[config.mk]
export PLATFORM = sky130hd
export DESIGN_NAME = seven_segment_mux_grayscale_packer_core
export DESIGN_NICKNAME = d
export VERILOG_FILES = /design/src/design/ssmgp_pkg.sv /design/src/design/ssmgp_burst.sv /design/src/design/seven_segment_mux_grayscale_packer_core.sv
export SDC_FILE = /design/constraint.sdc
export NUM_CORES = 1
export LEC_CHECK = 0
export BUFFER_PORTS_ARGS = -buffer_cell sky130_fd_sc_hd__buf_4
export CELL_PAD_IN_SITES_DETAIL_PLACEMENT = 1
export CELL_PAD_IN_SITES_GLOBAL_PLACEMENT = 2
export CORE_MARGIN = 3
export CORE_UTILIZATION = 47
export CTS_BUF_LIST = sky130_fd_sc_hd__clkbuf_4 sky130_fd_sc_hd__clkbuf_8
export DETAILED_ROUTE_END_ITERATION = 12
export PLACE_DENSITY_LB_ADDON = 0.2
export SLEW_MARGIN = 20
export SYNTH_ARGS = -nofsm -noshare
export SYNTH_HDL_FRONTEND = slang
export SYNTH_SLANG_ARGS = --single-unit
[constraint.sdc]
create_clock -name clk_i -period 15.1 [get_ports clk_i]
set_clock_uncertainty 0.05 [all_clocks]
set_input_delay 3.02 -clock clk_i [delete_from_list [all_inputs] [get_ports clk_i]]
set_output_delay 3.02 -clock clk_i [all_outputs]
set_load 0.02 [all_outputs]
[src/design/ssmgp_pkg.sv]
`timescale 1ns / 1ps
`default_nettype none

package ssmgp_pkg;

  localparam logic       MODE_WRITE   = 1'b0;
  localparam logic       MODE_TICK    = 1'b1;
  localparam logic [7:0] CODE_ZERO    = 8'hBB;
  localparam logic [7:0] POINT_CODE   = 8'h40;
  localparam logic [13:0] MAX_DECIMAL = 14'd9999;
  localparam logic [11:0] BRIGHT_RESET = 12'd1000;

  typedef struct packed {
    logic [15:0] pattern;
    logic [3:0]  enable_n;
  } ssmgp_tick_t;

  function automatic logic [7:0] digit_code(input logic [3:0] digit);
    logic [7:0] code;
    unique case (digit)
      4'd0:    code = 8'hBB;
      4'd1:    code = 8'h12;
      4'd2:    code = 8'h8F;
      4'd3:    code = 8'h1F;
      4'd4:    code = 8'h36;
      4'd5:    code = 8'h3D;
      4'd6:    code = 8'hBD;
      4'd7:    code = 8'h1A;
      4'd8:    code = 8'hBF;
      4'd9:    code = 8'h3E;
      default: code = CODE_ZERO;
    endcase
    return code;
  endfunction

endpackage

`default_nettype wire

[src/design/ssmgp_burst.sv]
`timescale 1ns / 1ps
`default_nettype none

module ssmgp_burst #(
  parameter int NUM_DRIVERS = 1
) (
  input  wire logic                 clk_i,
  input  wire logic                 rst_ni,
  input  wire logic [11:0]          brightness_i,
  input  wire logic                 load_i,
  input  wire ssmgp_pkg::ssmgp_tick_t tick_i,
  output logic                      free_o,
  output logic                      out_valid_o,
  input  wire logic                 out_stall_i,
  output logic [7:0]                serial_byte_o,
  output logic                      last_o,
  output logic                      latch_before_o,
  output logic [3:0]                digit_enable_n_o
);

  localparam int CH  = 16 * NUM_DRIVERS;
  localparam int CHW = $clog2(CH);
  localparam int PW  = CHW - 1;
  localparam logic [PW-1:0] LAST_PAIR = PW'(CH / 2 - 1);
  localparam logic [1:0] PH_HI  = 2'd0;
  localparam logic [1:0] PH_MID = 2'd1;
  localparam logic [1:0] PH_LO  = 2'd2;

  logic          busy_q;
  logic [PW-1:0] pair_q;
  logic [1:0]    phase_q;
  logic [15:0]   pat_q;
  logic [3:0]    en_q;

  logic          out_valid_q;
  logic [7:0]    byte_q;
  logic          last_q;
  logic          first_q;
  logic [3:0]    en_out_q;

  logic          out_take;
  logic          emit;
  logic          at_end;
  logic [CH-1:0] chan_vec;
  logic [CHW-1:0] hi_idx;
  logic [CHW-1:0] lo_idx;
  logic [11:0]   lvl_a;
  logic [11:0]   lvl_b;
  logic [7:0]    byte_d;

  assign out_take = !out_valid_q || !out_stall_i;
  assign emit     = busy_q && out_take;
  assign at_end   = (pair_q == LAST_PAIR) && (phase_q == PH_LO);
  assign free_o   = !busy_q || (emit && at_end);

  assign chan_vec = CH'(pat_q);
  assign hi_idx   = CHW'(CH - 1) - {pair_q, 1'b0};
  assign lo_idx   = hi_idx - CHW'(1);
  assign lvl_a    = chan_vec[hi_idx] ? brightness_i : 12'd0;
  assign lvl_b    = chan_vec[lo_idx] ? brightness_i : 12'd0;

  always_comb begin
    case (phase_q)
      PH_HI:   byte_d = lvl_a[11:4];
      PH_MID:  byte_d = {lvl_a[3:0], lvl_b[11:8]};
      PH_LO:   byte_d = lvl_b[7:0];
      default: byte_d = 8'd0;
    endcase
  end

  always_ff @(posedge clk_i or negedge rst_ni) begin
    if (!rst_ni) begin
      busy_q      <= 1'b0;
      pair_q      <= '0;
      phase_q     <= PH_HI;
      out_valid_q <= 1'b0;
    end else begin
      if (load_i) begin
        busy_q  <= 1'b1;
        pair_q  <= '0;
        phase_q <= PH_HI;
      end else if (emit && at_end) begin
        busy_q <= 1'b0;
      end else if (emit) begin
        if (phase_q == PH_LO) begin
          phase_q <= PH_HI;
          pair_q  <= pair_q + PW'(1);
        end else begin
          phase_q <= phase_q + 2'd1;
        end
      end
      if (out_take) begin
        out_valid_q <= busy_q;
      end
    end
  end

  always_ff @(posedge clk_i) begin
    if (load_i) begin
      pat_q <= tick_i.pattern;
      en_q  <= tick_i.enable_n;
    end
    if (emit) begin
      byte_q   <= byte_d;
      last_q   <= at_end;
      first_q  <= (pair_q == '0) && (phase_q == PH_HI);
      en_out_q <= en_q;
    end
  end

  assign out_valid_o      = out_valid_q;
  assign serial_byte_o    = byte_q;
  assign last_o           = last_q;
  assign latch_before_o   = first_q;
  assign digit_enable_n_o = en_out_q;

endmodule

`default_nettype wire

[src/design/seven_segment_mux_grayscale_packer_core.sv]
// Multiplexed seven-segment driver with a packed 12-bit grayscale stream.
// The input channel takes one request per item: mode 0 writes a decimal value
// (saturated at 9999) with an optional decimal point into one of two
// four-digit displays, and mode 1 is a multiplex tick. A write gives no output.
// A tick gives a burst of 24 * NUM_DRIVERS output bytes, one per cycle unless
// the receiver stalls, with latch_before on the first byte, last on the final
// byte and the anode select of the digit shown until now on every byte.
// Each request passes an input register and two decimal conversion stages;
// a tick then loads the burst generator, which feeds the output register.
// Writes are taken one per cycle unless a tick waits in the last stage.
// A tick holds the single burst generator for its whole burst, so the next
// tick is loaded in the cycle the last byte of the previous one moves into
// the output register.
// When the receiver stalls, the output register holds its byte, the generator
// waits, and the input stall rises while a tick waits in the last stage.
// The brightness register is written by cfg_we_i and resets to 1000.
// Reset clears the pipeline, sets every digit of both displays to zero and
// sets the digit counter to the first digit.
`timescale 1ns / 1ps
`default_nettype none

module seven_segment_mux_grayscale_packer_core #(
  parameter int NUM_DRIVERS = 1
) (
  input  wire logic        clk_i,
  input  wire logic        rst_ni,
  input  wire logic        cfg_we_i,
  input  wire logic [11:0] cfg_wdata_i,
  input  wire logic        in_valid_i,
  output logic             in_stall_o,
  input  wire logic        mode_i,
  input  wire logic        display_select_i,
  input  wire logic [13:0] value_i,
  input  wire logic [2:0]  point_position_i,
  output logic             out_valid_o,
  input  wire logic        out_stall_i,
  output logic [7:0]       serial_byte_o,
  output logic             last_o,
  output logic             latch_before_o,
  output logic [3:0]       digit_enable_n_o
);

  logic [11:0] bright_q;

  logic        in_valid_q;
  logic        in_mode_q;
  logic        in_sel_q;
  logic [13:0] in_value_q;
  logic [2:0]  in_point_q;

  logic        a_valid_q;
  logic        a_mode_q;
  logic        a_sel_q;
  logic [13:0] a_val_q;
  logic [3:0]  a_q3_q;
  logic [2:0]  a_point_q;

  logic        b_valid_q;
  logic        b_mode_q;
  logic        b_sel_q;
  logic [9:0]  b_r3_q;
  logic [3:0]  b_q2_q;
  logic [3:0]  b_q3_q;
  logic [2:0]  b_point_q;

  logic [7:0]  disp_lo_q [4];
  logic [7:0]  disp_hi_q [4];
  logic [1:0]  digit_q;

  logic        adv;
  logic        b_go;
  logic        gen_free;
  logic        gen_load;
  logic        do_write;

  logic [13:0] val_sat;
  logic [27:0] prod_k;
  logic [13:0] r3_full;
  logic [15:0] prod_h;
  logic [9:0]  r2_full;
  logic [14:0] prod_t;
  logic [6:0]  r1_full;
  logic [3:0]  q1;
  logic [1:0]  pt_idx;
  logic [7:0]  codes [4];
  logic [1:0]  next_digit;
  ssmgp_pkg::ssmgp_tick_t tick;

  assign b_go       = b_valid_q && ((b_mode_q == ssmgp_pkg::MODE_WRITE) || gen_free);
  assign adv        = !b_valid_q || b_go;
  assign in_stall_o = !adv;
  assign gen_load   = b_valid_q && (b_mode_q == ssmgp_pkg::MODE_TICK) && gen_free;
  assign do_write   = b_valid_q && (b_mode_q == ssmgp_pkg::MODE_WRITE) && adv;

  assign val_sat = (in_value_q > ssmgp_pkg::MAX_DECIMAL) ? ssmgp_pkg::MAX_DECIMAL : in_value_q;
  assign prod_k  = 28'(val_sat) * 28'd8389;

  assign r3_full = a_val_q - (14'(a_q3_q) * 14'd1000);
  assign prod_h  = 16'(r3_full[9:0]) * 16'd41;

  assign r2_full = b_r3_q - (10'(b_q2_q) * 10'd100);
  assign prod_t  = 15'(r2_full[6:0]) * 15'd205;
  assign q1      = prod_t[14:11];
  assign r1_full = r2_full[6:0] - (7'(q1) * 7'd10);
  assign pt_idx  = 2'(b_point_q - 3'd1);

  always_comb begin
    codes[0] = ssmgp_pkg::digit_code(r1_full[3:0]);
    codes[1] = ssmgp_pkg::digit_code(q1);
    codes[2] = ssmgp_pkg::digit_code(b_q2_q);
    codes[3] = ssmgp_pkg::digit_code(b_q3_q);
    if ((b_point_q >= 3'd1) && (b_point_q <= 3'd4)) begin
      codes[pt_idx] = codes[pt_idx] | ssmgp_pkg::POINT_CODE;
    end
  end

  assign next_digit    = digit_q + 2'd1;
  assign tick.pattern  = {disp_hi_q[next_digit], disp_lo_q[next_digit]};
  assign tick.enable_n = ~(4'd1 << digit_q);

  always_ff @(posedge clk_i or negedge rst_ni) begin
    if (!rst_ni) begin
      bright_q   <= ssmgp_pkg::BRIGHT_RESET;
      in_valid_q <= 1'b0;
      a_valid_q  <= 1'b0;
      b_valid_q  <= 1'b0;
      digit_q    <= 2'd0;
      for (int i = 0; i < 4; i++) begin
        disp_lo_q[i] <= ssmgp_pkg::CODE_ZERO;
        disp_hi_q[i] <= ssmgp_pkg::CODE_ZERO;
      end
    end else begin
      if (cfg_we_i) begin
        bright_q <= cfg_wdata_i;
      end
      if (adv) begin
        in_valid_q <= in_valid_i;
        a_valid_q  <= in_valid_q;
        b_valid_q  <= a_valid_q;
      end
      if (gen_load) begin
        digit_q <= next_digit;
      end
      if (do_write) begin
        for (int i = 0; i < 4; i++) begin
          if (b_sel_q) begin
            disp_hi_q[i] <= codes[i];
          end else begin
            disp_lo_q[i] <= codes[i];
          end
        end
      end
    end
  end

  always_ff @(posedge clk_i) begin
    if (adv) begin
      in_mode_q  <= mode_i;
      in_sel_q   <= display_select_i;
      in_value_q <= value_i;
      in_point_q <= point_position_i;
      a_mode_q   <= in_mode_q;
      a_sel_q    <= in_sel_q;
      a_val_q    <= val_sat;
      a_q3_q     <= prod_k[26:23];
      a_point_q  <= in_point_q;
      b_mode_q   <= a_mode_q;
      b_sel_q    <= a_sel_q;
      b_r3_q     <= r3_full[9:0];
      b_q2_q     <= prod_h[15:12];
      b_q3_q     <= a_q3_q;
      b_point_q  <= a_point_q;
    end
  end

  ssmgp_burst #(
    .NUM_DRIVERS(NUM_DRIVERS)
  ) u_burst (
    .clk_i           (clk_i),
    .rst_ni          (rst_ni),
    .brightness_i    (bright_q),
    .load_i          (gen_load),
    .tick_i          (tick),
    .free_o          (gen_free),
    .out_valid_o     (out_valid_o),
    .out_stall_i     (out_stall_i),
    .serial_byte_o   (serial_byte_o),
    .last_o          (last_o),
    .latch_before_o  (latch_before_o),
    .digit_enable_n_o(digit_enable_n_o)
  );

endmodule

`default_nettype wire

=== Word-level counts from Yosys, hierarchy flattened ===
Memories as Yosys holds them, arrays and structs flattened. A register that Yosys moved wholly into a read port is not among the register bits.
Cells that the tools add are included.

* Register bits: 180
* Memory bits (read-only): 448
* Bits of input ports: 36
* Word-level logic and storage cells: 137
* Memories kept: 4

* Add/sub/neg operators: 9
* Multiply operators: 6
* Order comparisons: 8
* Eq/ne operators: 4
* Shift operators: 1
* Multiplexer cells: 33
* Bitwise logic cells: 5
* Reductions and logical operators: 29

{| class="wikitable"
|+ Memory list
! name !! words !! bits a word !! rd ports !! clocked after memory_dff !! wr ports !! line !! source
|-
| (no name shown) || 16 || 7 || 1 || 0 || 0 || ssmgp_pkg.sv:20 || <nowiki>unique case (digit)</nowiki>
|-
| (no name shown) || 16 || 7 || 1 || 0 || 0 || ssmgp_pkg.sv:20 ||
|-
| (no name shown) || 16 || 7 || 1 || 1 || 0 || ssmgp_pkg.sv:20 ||
|-
| (no name shown) || 16 || 7 || 1 || 1 || 0 || ssmgp_pkg.sv:20 ||
|}

{| class="wikitable"
|+ Operators with widths
! operator !! count
|-
| $mux 8 || 7
|-
| $bmux 8 s2 || 3
|-
| $bwmux 32 || 1
|-
| $mux 32 || 1
|-
| $mul 14x14->27 const B || 1
|-
| $mux 12 || 2
|-
| $pmux 8 s3 || 1
|-
| $demux 8 s2 || 1
|-
| $mul 10x6->16 const B || 1
|-
| $mul 7x8->15 const B || 1
|-
| $gt 14x14->1 const B || 1
|-
| $mux 14 || 1
|-
| $mux 3 || 4
|-
| $logic_and 1x1->1 || 11
|-
| $lt 4x5->1 const B || 2
|-
| $sub 10x10->10 || 1
|-
| $bmux 1 s4 || 2
|-
| $mux 2 || 4
|-
| $mux 4 || 2
|-
| $mul 4x7->7 const B || 1
|-
| $sub 7x7->7 || 1
|-
| $ge 3x3->1 const B || 2
|-
| $not 2->3 || 2
|-
| $reduce_and 2->1 || 3
|-
| 25 further kinds || 39
|}

=== Logic depth before layout (Yosys ltp) ===
Gate-level depths: netlist of run 1.
An unclocked memory read counts as a cell.

* Word-level depth: 11
* Mapped depth: 30
* Gate-level depth less buffers: 30

=== Hierarchy ===
Synthesis of run 1 repeated with hierarchy kept, for this count alone.

* Cells, all modules: 1184
* Area, all modules: 13261.5 um^2

{| class="wikitable"
|+ Modules (own cells, without submodules)
! module !! instances !! cells each !! area an instance (um^2)
|-
| seven_segment_mux_grayscale_packer_core || 1 || 1071 || 11517.3
|-
| ssmgp_burst || 1 || 113 || 1744.2
|}

=== Least setup slack after synthesis of run 1 ===
OpenSTA, ideal clock, no wires.

* Kind: input -> output
* Start: in out_stall_i
* End: out in_stall_o
* Data arrival time: 5.149 ns
* Setup slack: 6.881 ns
* Cell stages on the path: 7
* Cell sequence: nand2_1 nand2_1 inv_1 nand2_1 nand4_1 buf_2 inv_1

* Cells in the longest elaborated chain, start to end: 9

{| class="wikitable"
|+ RTL lines
! what !! line !! source
|-
| from (decl) || seven_segment_mux_grayscale_packer_core.sv:36 || <nowiki>input wire logic out_stall_i,</nowiki>
|-
| $logic_not 1->1 || ssmgp_burst.sv:51 || <nowiki>assign out_take = !out_valid_q || !out_stall_i;</nowiki>
|-
| $logic_or 1x1->1 || ssmgp_burst.sv:51 ||
|-
| $logic_and 1x1->1 || ssmgp_burst.sv:52 || <nowiki>assign emit = busy_q && out_take;</nowiki>
|-
| named net u_burst.emit || ssmgp_burst.sv:42 || <nowiki>logic emit;</nowiki>
|-
| $logic_and 1x1->1 || ssmgp_burst.sv:54 || <nowiki>assign free_o = !busy_q || (emit && at_end);</nowiki>
|-
| $logic_or 1x1->1 || ssmgp_burst.sv:54 ||
|-
| $logic_or 1x1->1 || seven_segment_mux_grayscale_packer_core.sv:89 || <nowiki>assign b_go = b_valid_q && ((b_mode_q == ssmgp_pkg::MODE_WRITE) || gen_free);</nowiki>
|-
| $logic_and 1x1->1 || seven_segment_mux_grayscale_packer_core.sv:89 ||
|-
| $logic_or 1x1->1 || seven_segment_mux_grayscale_packer_core.sv:90 || <nowiki>assign adv = !b_valid_q || b_go;</nowiki>
|-
| $logic_not 1->1 || seven_segment_mux_grayscale_packer_core.sv:91 || <nowiki>assign in_stall_o = !adv;</nowiki>
|-
| to (decl) || seven_segment_mux_grayscale_packer_core.sv:30 || <nowiki>output logic in_stall_o,</nowiki>
|}

The timed path passes the listed nets, and every way through them passes these cells.

=== Worst setup path after layout of run 1 ===
Same ends and word-level chain as after synthesis.

==> results by group, run 1 <==
Setup path
  – Worst EP required: 12030 ps
  – Reg2reg start: b_q2_q[0]
  – Reg-to-Reg End: disp_hi_q[28]
  – Worst Path Arrival: 5280 ps
  – Worst setup EP type: output port
  – Reg2Reg Depth: 28
  – Cell count along the critical path: 9
  – CP max stage delay: 670 ps
  – Critical path class: input pin to output port
  – Worst path buffer plus inverter count: 5
  – Flop2flop setup slack: 7670 ps
  – Crit path capture: in_stall_o
  – Crit-path leading delay family: buffers and inverters
  – Crit path from: out_stall_i
  – Slowest cell on the critical path: buf_4
  – CP Cell Sequence: buf_4, nand2_1, nand2_1, inv_1, nand2_1, nand4_1, buf_4, inv_1, buf_4
  – CP startpoint kind: input pin
  – Worst Path Max Fanout: 72

Outcome
  – Outcome: finished clean

Final layout
  – Multi-input logic area: 7450 um2
  – Area Overhead vs Synth: 8.61%
  – NumNets Final: 1539
  – Fin util: 0.521
  – Share of layout cells above drive strength 1: 0.156
  – # diodes: 0
  – Register Area: 5310 um2
  – Number of fill cells: 3023

Global routing
  – Global-route wire length before repair: 52.1 mm
  – Met2 GRT Util: 0.380
  – Met3 Track Usage GR: 0.0289
  – GRT Util Overall: 0.214
  – Gr busiest metal: met2
  – Largest net degree at the start of global routing: 73
  – GR met1 Demand/Resource: 0.281
  – Initial antenna violation count: 0
  – Grt total ovfl: 0
  – Vias in the first global route: 9822

Worst hold path
  – Hold crit path type: register to register
  – Hold_sp: in_mode_q

Timing
  – Worst-Margin Slew: 925 ps
  – Max Freq: 0.120 GHz
  – Fin crit period: 8350 ps
  – Max-slew violations: 0
  – Final setup violation count: 0
  – Hold Slack: 372 ps
  – Final cycle utilization of the critical path: 0.553
  – Worst slew margin: 0.383
  – RSZ-0062 raised after global routing: false
  – Setup TNS: 0 ps
  – Final Hold Fails: 0

Clock tree
  – CTS tree: yes
  – Clk_lat worst skew: 480 ps
  – CTS Buf Count: 17
  – H-tree depth: 4
  – Clk slew on worst S/H paths: 90 ps
  – Clk buf depth: 2
  – Post-cts sizing count: 0
  – Post-CTS Hold Buffers: 0
  – TritonCTS Sinks: 194
  – Root buffer cell: clkbuf_8
  – Post-CTS setup buffers: 0

Detailed routing
  – Via count: 9123
  – Number of DRC markers in iteration 0: 486
  – Via density: 5.55
  – DRT Pass-1 Iters: 4
  – Remaining DRCs: 0
  – Final wirelength: 31.3 mm
  – Post-DRT Antenna Nets: 0
  – WL/cell: 19.0 um

Logic synthesis
  – Most used DFF post-synth: edfxtp_1
  – Post-synthesis sequential area ratio: 0.395
  – Synthesized Nets: 1501
  – Area share of the largest cell type after synthesis: 0.206
  – Synth area leader: edfxtp_1
  – Most common cell in the netlist: ha_1
  – Post-Syn Area: 13400 um2
  – Share of flip-flops with an asynchronous set or reset: 0.454
  – EDFF count, synth: 92
  – Synth unique cells: 86
  – FF+latch count, synth: 194
  – Yosys synthesis warning count: 0
  – Avg Cell Area, Syn: 11.0 um2
  – Mapped Cells: 1216
  – Largest cells by area after synthesis: edfxtp_1, ha_1, dfstp_2
  – Synth top cells by count: ha_1, inv_1, nand2_1

Die
  – Die height: 175 um
  – Initial Util: 0.480
  – Die X: 175 um
  – Num rows: 61
  – Placeable Area: 28000 um2
  – Boundary pin count: 52
  – Die area: 30700 um2

Place
  – Gpl congestion: 0.826
  – Port buffer count: 51
  – Final HPWL DP: 24.7 mm

Job
  – Max-Cap Viols: 0
[worst min path at each step]
| stage | endpoint | slack [ps] | cells past startpoint |
|---|---|---|---|
| after floorplan | a_mode_q | 350 | 0 |
| after CTS | a_mode_q | 380 | 0 |
| after detailed placement | a_mode_q | 360 | 0 |
| after global routing | b_point_q[2] | 390 | 0 |
| after global placement | a_mode_q | 350 | 0 |
| final | a_mode_q | 370 | 0 |
[stage by stage]
stage / area, um2 / instances / setup slack (ps)
2_1_floorplan: 13400 / 1216 / 6880
3_3_place_gp: 14200 / 1613 / 6760
3_5_place_dp: 14200 / 1613 / 6670
4_1_cts: 14600 / 1645 / 6660
5_1_grt: 14600 / 1645 / 6410
6_report: 14600 / 1645 / 6750
[worst reg2reg max path: cells and delay by family, from the launching register on]
family | cells | cell delay, ps
AO/OA/AOI/OAI | 9 | 2120
XOR/XNOR | 3 | 800
adder cells (fa/ha/maj) | 8 | 2920
buffers and inverters | 4 | 340
flip-flops | 1 | 440
AND/OR/NAND/NOR | 4 | 710
[placed cells by master (no fill, tap or decap), drive strengths merged, types with 8 or more instances in the layout]
cell,count
clkbuf,18
xnor2,23
buf,59
dfstp,54
nand2b,15
fa,40
a22o,11
ha,209
o21ai,73
mux4,20
xor2,11
a21oi,36
dfxtp,14
mux2,17
mux2i,22
nand3,13
o211ai,10
a21o,19
nor3,12
and2,12
nor2b,8
nor2,64
dfrtp,34
inv,144
o21a,8
edfxtp,92
nand2,106
o31ai,15
[cell type report]
type,instances,area share
clock buffer,18,0.0165
clock inverter,14,0.0104
inverter,139,0.0358
multi-input combinational,843,0.511
sequential,194,0.364
tap,378,0.0324
timing repair buffer,59,0.0303
[registers in the layout, indices dropped and copies added (netlist names), 7 cells and up, named ones only]
| signal | cells |
|---|---|
| in_value_q | 14 |
| disp_hi_q | 32 |
| disp_lo_q | 32 |
| bright_q | 12 |
| a_val_q | 10 |
| u_burst.chan_vec | 16 |
| u_burst.serial_byte_o | 8 |
| b_r3_q | 7 |
[layer usage]
layer  up-vias  share of wire
met5         -              0
met4         0          0.014
met3        33          0.018
met2        90           0.51
met1      4600           0.46
li1       4400              -
[kinds of logic after synthesis]
group	Yosys count	synth area share
compound gates	237	0.122
xor+xnor	34	0.0222
fa+ha+maj	249	0.254
buf+inv	179	0.0504
flops	194	0.395
mux	59	0.0644
simple gates	264	0.0913
Power of run 1 is left out: the tool's default activity adds up to more than one toggle a clock period on the data nets, which glitch-free logic cannot reach.
==> inputs of run 2 (changes only) <==
--- a/config.mk
+++ b/config.mk
@@ -9,7 +9,7 @@
 export CELL_PAD_IN_SITES_DETAIL_PLACEMENT = 1
 export CELL_PAD_IN_SITES_GLOBAL_PLACEMENT = 2
 export CORE_MARGIN = 3
-export CORE_UTILIZATION = 47
+export CORE_UTILIZATION = 44
 export CTS_BUF_LIST = sky130_fd_sc_hd__clkbuf_4 sky130_fd_sc_hd__clkbuf_8
 export DETAILED_ROUTE_END_ITERATION = 12
 export PLACE_DENSITY_LB_ADDON = 0.2
==> constraint.sdc (replaced) <==
create_clock -name clk_i -period 8.1 [get_ports clk_i]
set_clock_uncertainty 0.05 [all_clocks]
set_input_delay 1.62 -clock clk_i [delete_from_list [all_inputs] [get_ports clk_i]]
set_output_delay 1.62 -clock clk_i [all_outputs]
set_load 0.02 [all_outputs]
==> run 2 against run 1 <==
  * Via count down 1.9%
  * Hold slack improved by 8.2 ps
  * Worst setup slack got worse by 6000 ps
  * Final cell count up 0.73%
  * Cell area grew 0.30%
  * Non-clock buffer count is the same
  * Flip-flop and latch count unchanged
  * Global-route usage decreased by 1.9 points
==> results by group, run 2 (synthesis gave the netlist of run 1 again) <==
Detailed routing
  – Post-DRT Antenna Nets: 0 (unchanged)
  – Remaining DRCs: 0 (unchanged)
  – Via density: 5.40 (-2.6%)
  – DRT Pass-1 Iters: 6 (+2)
  – Via count: 8949 (-1.9%)
  – Final wirelength: 30.8 mm (-1.6%)
  – WL/cell: 18.6 um (-2.4%)
  – Number of DRC markers in iteration 0: 379 (-22%)

Final layout
  – # diodes: 0 (unchanged)
  – Area Overhead vs Synth: 8.94%
  – NumNets Final: 1539 (unchanged)
  – Most frequent cells in the layout: ha_1, inv_1, nand2_1
  – Leading cell type in the layout, fill and taps excluded: ha_1
  – Finished Layout Cells: 1657 (+0.73%)
  – Share of layout cells above drive strength 1: 0.159 (+0.00316)
  – Number of fill cells: 3275 (+8.3%)
  – Fin util: 0.490 (-0.0310)

Clock tree
  – Root buffer cell: clkbuf_8
  – TritonCTS Sinks: 194 (unchanged)
  – Clk buf depth: 2 (unchanged)
  – H-tree depth: 4 (unchanged)
  – CTS tree: yes
  – CTS Buf Count: 17 (unchanged)
  – Clk_lat worst skew: 490 ps (about the same)
  – Post-cts sizing count: 0 (unchanged)
  – Post-CTS Hold Buffers: 0 (unchanged)
  – Post-CTS setup buffers: 0 (unchanged)
  – Clk slew on worst S/H paths: 110 ps (+20 ps)

Global routing
  – Grt total ovfl: 0 (unchanged)
  – Global-route wire length before repair: 51.5 mm (-1.1%)
  – GRT Util Overall: 0.195 (-0.0190)
  – Largest net degree at the start of global routing: 73 (unchanged)
  – Vias in the first global route: 9677 (-1.5%)
  – Initial antenna violation count: 0 (unchanged)

Timing
  – Final cycle utilization of the critical path: 0.903
  – Final setup violation count: 0 (unchanged)
  – Fin crit period: 7320 ps
  – Setup TNS: 0 ps (unchanged)
  – Max Freq: 0.137 GHz
  – Worst slew margin: 0.383 (about the same)
  – RSZ-0062 raised after global routing: false
  – Worst-Margin Slew: 926 ps (+0.397 ps)
  – Max-slew violations: 0 (unchanged)
  – Final Hold Fails: 0 (unchanged)
  – Final worst slack: 782 ps (-5960 ps)

Outcome
  – Outcome: finished clean

Place
  – DP Worst Slack: 836 ps (-5830 ps)
  – Gpl congestion: 0.820 (-0.73%)
  – Placed insts: 1625 (+0.74%)
  – Port buffer count: 51 (unchanged)
  – Final HPWL DP: 23.9 mm (-3.1%)

Worst hold path
  – Hold crit path type: register to register

Die
  – Die X: 181 um (+3.2%)
  – Initial Util: 0.450 (-0.0299)
  – Placeable Area: 29900 um2 (+6.7%)
  – Num rows: 63 (+3.3%)
  – Die height: 181 um (+3.2%)
  – Boundary pin count: 52 (unchanged)
  – Die area: 32700 um2 (+6.6%)

Setup path
  – Slowest cell on the critical path: o41a_2
  – CP max stage delay: 510 ps (-160 ps)
  – CP startpoint kind: register
  – Worst setup EP type: register
  – Critical path class: register to register
  – Worst Path Arrival: 7680 ps (+2400 ps)
  – Worst EP required: 8460 ps (-3570 ps)
  – Worst Path Max Fanout: 10 (-86%)

Job
  – Max-Cap Viols: 0 (unchanged)
run 2: cell count changes in the layout (fill, tap and decap cells not counted):
cell / change
clkinv_8: +4
clkbuf_8: +1
inv_8: -1
bufinv_16: -1
clkinv_4: -1
inv_6: +1
clkinv_1: -4
inv_4: +1
run 2: final timing paths:
kind,to,depth (start not counted),slack (ps),from
max in group asynchronous,digit_q[1],2,5890,rst_ni
worst min register to register,b_sel_q,0,380,a_sel_q
worst min-delay path,b_sel_q,0,380,a_sel_q
worst max-delay path,disp_hi_q[25],28,780,b_q2_q[0]
worst max register to register,disp_hi_q[25],28,780,b_q2_q[0]
min in group asynchronous,disp_hi_q[3],1,1130,rst_ni
run 2: layout make-up:
type,instances,area (um2),area share
multi-input cells,843,7450,0.509
flip-flops and latches,194,5310,0.363
inverters,139,522,0.0356
well taps,390,488,0.0333
repair buffers,59,443,0.0303
clock buffers,19,255,0.0174
clock inverters,13,166,0.0114
run 2: metal layers:
metal	track usage	wire length [um]	share of wire	up-vias
met5	0	0	0	-
met4	0.0457	465	0.015	0
met3	0.0286	649	0.021	27
met2	0.336	15000	0.49	97
met1	0.263	14700	0.48	4421
li1	-	-	-	4404
run 2: critical path, delay by kind of cell (launching register included):
kind	cells	cell delay (ps)
flip-flops	1	430
XOR/XNOR	3	740
adder cells (fa/ha/maj)	8	2910
AO/OA/AOI/OAI	9	2090
buffers and inverters	4	320
AND/OR/NAND/NOR	4	660
run 2: through the flow:
stage          hold WS (ps)  cell area (um2)
5_1_grt                 391            14600
4_1_cts                 381            14600
3_3_place_gp            354            14200
6_report                380            14600
2_1_floorplan           350            13400
3_5_place_dp            356            14200
Power of run 2 is left out for the same reason.
